==> src/scalar_to_colormap_rgb_macros.svh <==
`ifndef SCALAR_TO_COLORMAP_RGB_MACROS_SVH
`define SCALAR_TO_COLORMAP_RGB_MACROS_SVH

// same-cycle implication, sampled on aclk, off while in reset
`define S2CM_ASSERT_IMPL(lbl, ante, cons, msg) \
    lbl: assert property (@(posedge aclk) disable iff (!aresetn) (ante) |-> (cons)) \
        else $error(msg);

// next-cycle implication, sampled on aclk, off while in reset
`define S2CM_ASSERT_NEXT(lbl, ante, cons, msg) \
    lbl: assert property (@(posedge aclk) disable iff (!aresetn) (ante) |=> (cons)) \
        else $error(msg);

`endif

==> src/s2cm_pkg.sv <==
`default_nettype none

package s2cm_pkg;

    localparam int SAMPLE_W   = 18;
    localparam int LEVEL_W    = 17;
    localparam int CHANNELS   = 3;
    localparam int POLY_ROWS  = 5;
    localparam int POLY_TERMS = 4;
    localparam int ROW_W      = 3;

    // colormap codes as written to the map select register
    typedef enum logic [2:0] {
        MAP_NONE     = 3'd0,
        MAP_VIRIDIS  = 3'd1,
        MAP_PLASMA   = 3'd2,
        MAP_INFERNO  = 3'd3,
        MAP_MAGMA    = 3'd4,
        MAP_JET      = 3'd5,
        MAP_COOLWARM = 3'd6,
        MAP_GRAY     = 3'd7
    } map_t;

    // one result, red in the low bits
    typedef struct packed {
        logic [LEVEL_W-1:0] blue;
        logic [LEVEL_W-1:0] green;
        logic [LEVEL_W-1:0] red;
    } rgb_t;

    // pipeline advance and the map code held at each stage
    typedef struct packed {
        logic adv;
        map_t map_s1;
        map_t map_s2;
        map_t map_s3;
        map_t map_s4;
    } stage_ctl_t;

    // polynomial coefficients in hundredths: [row][channel][degree]
    localparam int POLY_HUNDREDTHS [POLY_ROWS][CHANNELS][POLY_TERMS] = '{
        '{ '{-35, 170,  -90,  55}, '{ -5,  70,   30,   0}, '{33,  70, -160,  60} },
        '{ '{  5, 220, -130,   0}, '{-20, 120,    0,   0}, '{53,  50, -200, 100} },
        '{ '{-10, 250, -150,   0}, '{-30, 150,    0,   0}, '{10, 200, -350, 150} },
        '{ '{ -5, 200,  -80,   0}, '{-30, 130,   10,   0}, '{15, 150, -250, 150} },
        '{ '{ 23, 150,  -70,   0}, '{ 30, 120, -150,   0}, '{75, -50,  -20,   0} }
    };

    // hundredths to fixed point, rounded to nearest, ties away from zero
    function automatic longint coef_fx(input int hundredths, input int frac);
        longint mag;
        longint q;
        mag = (hundredths < 0) ? -longint'(hundredths) : longint'(hundredths);
        q   = (mag * (longint'(1) << frac) + 50) / 100;
        return (hundredths < 0) ? -q : q;
    endfunction

    // polynomial row of a map code; only meaningful for polynomial maps
    function automatic logic [ROW_W-1:0] map_row(input map_t m);
        logic [ROW_W-1:0] r;
        case (m)
            MAP_VIRIDIS:  r = 3'd0;
            MAP_PLASMA:   r = 3'd1;
            MAP_INFERNO:  r = 3'd2;
            MAP_MAGMA:    r = 3'd3;
            MAP_COOLWARM: r = 3'd4;
            default:      r = 3'd0;
        endcase
        return r;
    endfunction

endpackage

`default_nettype wire

==> src/s2cm_chan.sv <==
`default_nettype none

module s2cm_chan #(
    parameter int FRAC_BITS = 16,
    parameter int CH        = 0
) (
    input  wire logic                          aclk,
    input  wire s2cm_pkg::stage_ctl_t          ctl,
    input  wire logic [FRAC_BITS:0]            t_s1,
    input  wire logic [FRAC_BITS:0]            sq_s2,
    input  wire logic [FRAC_BITS:0]            cube_s3,
    input  wire logic [FRAC_BITS:0]            t_s4,
    output logic      [s2cm_pkg::LEVEL_W-1:0]  level_s5
);
    import s2cm_pkg::*;

    localparam int TW    = FRAC_BITS + 1;
    localparam int CW    = FRAC_BITS + 4;
    localparam int SW    = FRAC_BITS + 6;
    localparam int PRW   = CW + TW + 1;
    localparam int ONE_I = 1 << FRAC_BITS;

    localparam logic signed [SW-1:0] ONE_S    = SW'(ONE_I);
    localparam logic signed [SW-1:0] JET_PEAK = SW'(3 * ONE_I / 2);
    localparam logic [TW-1:0]        CENTRE   = TW'((3 - CH) * ONE_I / 4);

    // constant coefficients of this channel
    logic signed [CW-1:0] coef [POLY_ROWS][POLY_TERMS];

    for (genvar r = 0; r < POLY_ROWS; r++) begin : g_row
        for (genvar d = 0; d < POLY_TERMS; d++) begin : g_deg
            assign coef[r][d] = CW'(coef_fx(POLY_HUNDREDTHS[r][CH][d], FRAC_BITS));
        end
    end

    logic [ROW_W-1:0] row_s1, row_s2, row_s3;
    assign row_s1 = map_row(ctl.map_s1);
    assign row_s2 = map_row(ctl.map_s2);
    assign row_s3 = map_row(ctl.map_s3);

    // one product per stage, floor shifted back to the fraction point
    logic signed [PRW-1:0] prod1, prod2, prod3;
    assign prod1 = coef[row_s1][1] * $signed({1'b0, t_s1});
    assign prod2 = coef[row_s2][2] * $signed({1'b0, sq_s2});
    assign prod3 = coef[row_s3][3] * $signed({1'b0, cube_s3});

    logic signed [SW-1:0] p1_s2_next, p2_s3_next, p3_s4_next, acc_s3_next, acc_s4_next;
    logic signed [SW-1:0] p1_s2_reg, p2_s3_reg, p3_s4_reg, acc_s3_reg, acc_s4_reg;

    assign p1_s2_next  = SW'(prod1 >>> FRAC_BITS);
    assign p2_s3_next  = SW'(prod2 >>> FRAC_BITS);
    assign p3_s4_next  = SW'(prod3 >>> FRAC_BITS);
    assign acc_s3_next = SW'(coef[row_s2][0]) + p1_s2_reg;
    assign acc_s4_next = acc_s3_reg + p2_s3_reg;

    // final sum, jet ramp and map selection
    logic signed [SW-1:0] poly_sum, poly_clamp, jet_dif, jet_abs, jet_raw, jet_clamp;
    logic [LEVEL_W-1:0]   level_s5_next, level_s5_reg;

    always_comb begin
        poly_sum = acc_s4_reg + p3_s4_reg;
        if (poly_sum < 0) begin
            poly_clamp = '0;
        end else if (poly_sum > ONE_S) begin
            poly_clamp = ONE_S;
        end else begin
            poly_clamp = poly_sum;
        end

        jet_dif = SW'($signed({1'b0, t_s4})) - SW'($signed({1'b0, CENTRE}));
        jet_abs = (jet_dif < 0) ? -jet_dif : jet_dif;
        jet_raw = JET_PEAK - (jet_abs <<< 2);
        if (jet_raw < 0) begin
            jet_clamp = '0;
        end else if (jet_raw > ONE_S) begin
            jet_clamp = ONE_S;
        end else begin
            jet_clamp = jet_raw;
        end

        case (ctl.map_s4)
            MAP_VIRIDIS, MAP_PLASMA, MAP_INFERNO, MAP_MAGMA, MAP_COOLWARM: begin
                level_s5_next = LEVEL_W'(poly_clamp);
            end
            MAP_JET: begin
                level_s5_next = LEVEL_W'(jet_clamp);
            end
            MAP_GRAY: begin
                level_s5_next = LEVEL_W'(t_s4);
            end
            default: begin
                level_s5_next = LEVEL_W'(ONE_I / 2);
            end
        endcase
    end

    // stage registers, all held while the pipeline stalls
    always_ff @(posedge aclk) begin
        if (ctl.adv) begin
            p1_s2_reg    <= p1_s2_next;
            p2_s3_reg    <= p2_s3_next;
            acc_s3_reg   <= acc_s3_next;
            p3_s4_reg    <= p3_s4_next;
            acc_s4_reg   <= acc_s4_next;
            level_s5_reg <= level_s5_next;
        end
    end

    assign level_s5 = level_s5_reg;

endmodule

`default_nettype wire

==> config.mk <==
export PLATFORM = sky130hd
export DESIGN_NAME = s2cm_chan
export DESIGN_NICKNAME = d
export VERILOG_FILES = /design/src/scalar_to_colormap_rgb_macros.svh /design/src/s2cm_pkg.sv /design/src/s2cm_chan.sv
export SDC_FILE = /design/constraint.sdc
export NUM_CORES = 1
export LEC_CHECK = 0
export ABC_AREA = 1
export BUFFER_PORTS_ARGS = -buffer_cell sky130_fd_sc_hd__buf_2
export CAP_MARGIN = 30
export CORE_UTILIZATION = 45
export DETAILED_ROUTE_END_ITERATION = 10
export GPL_TIMING_DRIVEN = 0
export REMOVE_ABC_BUFFERS = 1
export SYNTH_ARGS = -nofsm -noshare
export SYNTH_HDL_FRONTEND = slang
export SYNTH_SLANG_ARGS = --single-unit
==> constraint.sdc <==
create_clock -name aclk -period 7.9 [get_ports aclk]
set_input_delay 1.975 -clock aclk [delete_from_list [all_inputs] [get_ports aclk]]
set_output_delay 1.975 -clock aclk [all_outputs]
set_load 0.03 [all_outputs]
# == Word level (Yosys, flattened, before mapping) ==
# Memories as Yosys holds them, arrays and structs flattened.
# Cells that the tools add are included.
# totals
latch_bits,0
ram_bits,0
out_inout_bits,17
mem_bits_ro,1920
reg_bits,127
word_cells,64
memories,3
inputBits,82
# memory_table
name,words,width,read_ports,rd_clocked_by_memory_dff,wr,line_no,text
(name not given),8,80,1,0,0,s2cm_chan.sv:53,assign acc_s3_next = SW'(coef[row_s2][0]) + p1_s2_reg;
(name not given),8,80,1,0,0,s2cm_chan.sv:45,"assign prod3 = coef[row_s3][3] * $signed({1'b0, cube_s3});"
(name not given),8,80,1,0,0,s2cm_chan.sv:43,"assign prod1 = coef[row_s1][1] * $signed({1'b0, t_s1});"
# op_classes
eq_ne,19
n_bitwise,3
n_lt_le_gt_ge,8
multipliers,3
div,0
n_shift,0
n_mux,15
addsub,6
n_reduce_logical,1
# op_table
cell,count
80-bit two-way mux,2
60-bit two-way mux,2
20-bit by 18-bit multiplier with 38-bit output,3
17-bit two-way mux,4
20-bit two-way mux,3
17-bit case mux with 3 select lines,1
22-bit adder,2
"22-bit by 18-bit greater-than comparator with 1-bit output, second input constant",2
"22-bit by 1-bit less-than comparator with 1-bit output, second input constant",2
3-bit case mux with 4 select lines,3
"3-bit equality test, second input constant",10
"3-bit by 2-bit equality test with 1-bit output, second input constant",8
20-bit by 22-bit adder with 22-bit output,1
"18-bit by 22-bit subtractor with 22-bit output, first input constant",1
18-bit negation with 20-bit output,1
"18-bit by 1-bit less-than comparator with 1-bit output, second input constant",1
"17-bit by 16-bit subtractor with 18-bit output, second input constant",1
"4-bit >= comparator, second input constant",3
3-bit inverter with 4-bit output,3
5-bit OR reduction,1
"3-bit by 1-bit equality test with 1-bit output, second input constant",1

# == Logic depth before layout (Yosys ltp) ==
# logic_depth
word_depth,8
ltp_mapped,37
depth_no_buf,36

# == Worst setup path after synthesis ==
# OpenSTA, ideal clock, no wires.
# synth_path
path_kind,input to register
start,in ctl[8] (netlist name)
end,reg p2_s3_reg[20] (data pin)
path_buffers,2
t_arrival_ns,8.120
path_slack_ns,-0.485
setup_ns,0.265
stages,29
required_time_ns,7.635
path_cell_list,nand2_1 inv_1 nor3_1 clkbuf_1 ha_1 inv_1 nand2_1 clkinv_1 clkbuf_1 nand2_1 fa_1 inv_1 fa_1 inv_1 fa_1 inv_1 fa_1 fa_1 inv_1 fa_1 inv_1 ha_1 nand2_1 o21ai_0 a21boi_0 o21ai_0 a2111oi_0 o21ai_0 xor2_1
# synth_between
elab_chain_len,7
elab_cells_between_ends,10
cone_classes,mul (1); eq/ne (4); mux (3); bitwise (1); memory (1)
# synth_rtl
element,line_no,text
start: declaration,s2cm_chan.sv:8,"input wire s2cm_pkg::stage_ctl_t ctl,"
3-bit equality test / 3-bit by 2-bit equality test with 1-bit output (equally long branches),s2cm_pkg.sv:61,case (m)
3-bit case mux with 4 select lines (*),s2cm_pkg.sv:61,
3-bit inverter with 4-bit output (not written as such) (*),s2cm_chan.sv:44,"assign prod2 = coef[row_s2][2] * $signed({1'b0, sq_s2});"
memory 8 x 80 bit (*),--,
80-bit two-way mux (*) (2 in a row),--,
20-bit by 18-bit multiplier with 38-bit output (*),s2cm_chan.sv:44,
via prod2[36],s2cm_chan.sv:42,"logic signed [PRW-1:0] prod1, prod2, prod3;"
end signal: assignment,s2cm_chan.sv:101,p2_s3_reg <= p2_s3_next;
end: declaration,s2cm_chan.sv:48,"logic signed [SW-1:0] p1_s2_reg, p2_s3_reg, p3_s4_reg, acc_s3_reg, acc_s4_reg;"
# The timed path passes the listed nets; every way through them passes the cells marked *. The select of a mux whose other input is x is not followed.
# A chain may end at the register's enable or synchronous reset.

# == Worst setup path after layout ==
# layout_path
start,in ctl[6] (netlist name)
end,reg p2_s3_reg[21] (data pin)
# Same word-level chain as after synthesis.

==> out/qor.log <==
qor: timing.timing.slew.headroom 35.5%
qor: synthesis.most_instantiated_library_cell_after_synthesis inv_1
qor: global_route.grt_start_max_net_pins 107
qor: floorplan.floorplan.initialDensity 45.9%
qor: worst_setup_path.setup.worst_path.start_class input pin
qor: synthesis.synthesis.yosys.warnings 0
qor: placed_design.finalWeightedCongestion 0.917
qor: clock_tree.clock-root-buffer clkbuf_16
qor: cells_and_area.fillers 6067
qor: drt.detailedRoute.firstIterationViolations 944
qor: global_route.grt_util_all_layers 21.8%
qor: clock_tree.number_of_buffers_inserted_for_hold_repair_after_clock_tree_synthesis 0
qor: worst_setup_path.crit_arrival 8.00 ns
qor: synthesis.synth_edf_count 123
qor: worst_setup_path.cp_capture_type flip-flop
qor: worst_setup_path.crit_type in -> reg
qor: timing.setup_repair_after_global_routing_missed_its_margin yes
qor: drt.route.detailed.drc 0
qor: worst_setup_path.crit_top_cell fa_1
qor: cells_and_area.finalNetCount 4483
qor: synthesis.syn-cell-area 0.0286 sq mm
qor: synthesis.asyncSetResetFlopFracSynth 0%
qor: synthesis.post_synth.cell_area_avg 8.44 sq um
qor: drt.antenna_left 0
qor: timing.timing.final.hold_violations 0
qor: timing.worst_pin_slew 0.963 ns
qor: drt.drt_pre_antenna_iters 5
qor: outcome.run_status complete, no violations
qor: synthesis.synthTopCellsByCount inv_1 (890), nand2_1 (484), fa_1 (434)
qor: placed_design.port_buffers 98
qor: cells_and_area.area_growth_syn_to_layout 11.6%
qor: synthesis.ffs_latches_synth 123
qor: cells_and_area.insertedDiodeCount 0
qor: timing.report.final.setup_viol 0
qor: timing.period_share 99.0%
qor: clock_tree.numCtsBuffers 17
qor: drt.viasPerCell 4.95
qor: global_route.antenna_found_initial 1
qor: synthesis.synth_top_area_share 30.4%
qor: timing.clock.fmax 128 MHz
qor: clock_tree.clk_path_buf_depth 2
qor: synthesis.ys_types 47
qor: worst_setup_path.critical-path-max-stage-delay 0.56 ns
qor: cells_and_area.finish.utilization 51.3%
qor: drt.vias 21.7k
qor: clock_tree.tritoncts yes
qor: synthesis.post_synth_inst_count 3386
qor: synthesis.ys_top_cells_by_area fa_1 (30%), ha_1 (19%), edfxtp_1 (13%)
qor: worst_hold_path.timing.hold.worst.class reg -> reg
qor: flow_run.max-cap-violations 0
qor: floorplan.placeable_core_area 0.0622 sq mm
qor: floorplan.die_y 254 um
qor: global_route.vias_in_the_first_global_route 22.3k
qor: timing.slew_violations 0
qor: timing.final_period_minus_worst_setup_slack 7.82 ns
qor: global_route.grt_pass1_wl 111 mm
qor: synthesis.synth-main-ff-cell edfxtp_1
qor: clock_tree.cts_max_level 4
qor: clock_tree.clock-sinks 123
qor: synthesis.ys_seq_area_share 12.9%
qor: placed_design.hpwlAfterDp 59.2 mm
qor: worst_setup_path.cp_data_required_time 8.08 ns
qor: floorplan.row_count 91
qor: cells_and_area.fraction_of_layout_instances_using_a_drive_strength_above_1 10.5%
qor: worst_setup_path.critical_path.slowest_cell fa_1
qor: clock_tree.clkTransAtPathRegs 0.06 ns
qor: placed_design.placedInstanceArea 0.0301 sq mm
qor: cells_and_area.design_area 0.0319 sq mm
qor: timing.hold-worst-slack 0.580 ns
qor: floorplan.die-area 0.0645 sq mm
qor: drt.avgRoutedWirePerCell 15.5 um
qor: worst_setup_path.path_max_fanout 4
qor: synthesis.synth.largest_area_cell fa_1
qor: global_route.total_overflow_reported_by_the_global_router 0
qor: floorplan.fp.dieW 254 um
qor: floorplan.num_io_pins 99
qor: clock_tree.clock_latency 0.43 ns
qor: timing.fin_skew 0.0135 ns
qor: drt.drt_wl_total 67.9 mm
-- layout by cell type, fill, tap and decap left out, types with 8 or more instances in the layout --
cell / n
xnor2_1: 35
xor2_1: 86
nand3b_1: 8
nor2_1: 277
a21oi_1: 160
inv_1: 869
nor2_4: 16
a21oi_2: 14
clkbuf_16: 17
nor2_2: 18
edfxtp_1: 123
nand4_1: 35
a31oi_1: 18
o211ai_1: 9
nand2_1: 462
nand2_2: 21
o21ai_0: 84
fa_2: 10
inv_2: 23
nor4_1: 11
nand3_1: 98
fa_1: 424
o21ai_1: 10
nor3_1: 19
ha_1: 406
buf_4: 51
buf_2: 94
o21a_1: 17
ha_4: 16
nand2_4: 15
-- final cells by class --
class	count	area (sq um)	share of cell area, %
Timing Repair inverter	1	8.76	0.0275
Multi-Input combinational cell	2339	22000	69.1
Timing Repair Buffer	154	1000	3.15
Sequential cell	123	3690	11.6
Tap cell	837	1050	3.29
Inverter	906	3460	10.9
Clock inverter	15	214	0.671
Clock buffer	17	425	1.33
-- worst max-delay path: cells and delay by family --
kind | cells | cell delay [ns]
AND/OR/NAND/NOR | 12 | 1.32
XOR/XNOR | 1 | 0.18
adder cells (fa/ha/maj) | 7 | 3.06
AO/OA/AOI/OAI | 2 | 0.37
buffers and inverters | 10 | 1.07
-- logic make-up (layout without fill, tap and decap cells) --
| group | after synthesis | in the layout | synth area share, % |
|---|---|---|---|
| buffers and inverters | 926 | 1093 | 12.3 |
| xor gates and xnor gates | 126 | 126 | 3.86 |
| DFF | 123 | 123 | 12.9 |
| AOI/OAI and AO/OA | 351 | 351 | 6.79 |
| adders and majority gates | 859 | 859 | 49.0 |
| and+or+nand+nor | 1001 | 1003 | 15.1 |
-- per-layer routing --
metal | vias to the layer above | track usage, % | wire length (um) | part of all wire, %
met4 | 2 | 4.34 | 1220 | 1.8
met2 | 412 | 38.2 | 33000 | 49
met5 | - | 0 | 13 | 0.019
met1 | 10414 | 28.9 | 31000 | 46
met3 | 67 | 2.75 | 2690 | 4.0
li1 | 10836 | - | - | -
-- timing repair --
| item | 4_1_cts | 5_1_grt |
|---|---|---|
| gates resized for setup | 88 | 101 |
| gates cloned | 1 | 2 |
| setup endpoints to repair | 39 | 42 |
| buffers inserted | 33 | 18 |
| pin swaps | 30 | 43 |
| hold endpoints to repair | 0 | 0 |
-- metrics by stage --
stage | TNS [ns] | instances | setup slack, ns
floorplan | -19.58 | 3366 | -1.10
global placement | -125.62 | 4301 | -4.10
detailed placement | -66.56 | 4307 | -3.12
CTS | -0.196 | 4373 | -0.0567
global route | -0.856 | 4392 | -0.198
finish | 0 | 4392 | 0.0805
-- worst paths after layout --
| check | start | endpoint | slack (ns) | depth (start not counted) |
|---|---|---|---|---|
| worst max-delay path | ctl[6] | p2_s3_reg[21] | 0.08 | 32 |
| worst max register to register | acc_s4_reg[0] | level_s5[1] | 4.71 | 17 |
| worst min-delay path | p2_s3_reg[0] | acc_s4_reg[0] | 0.58 | 1 |
| worst min register to register | p2_s3_reg[0] | acc_s4_reg[0] | 0.58 | 1 |
Power is left out: the tool's default activity adds up to more than one toggle a clock period on the data nets, which glitch-free logic cannot reach.
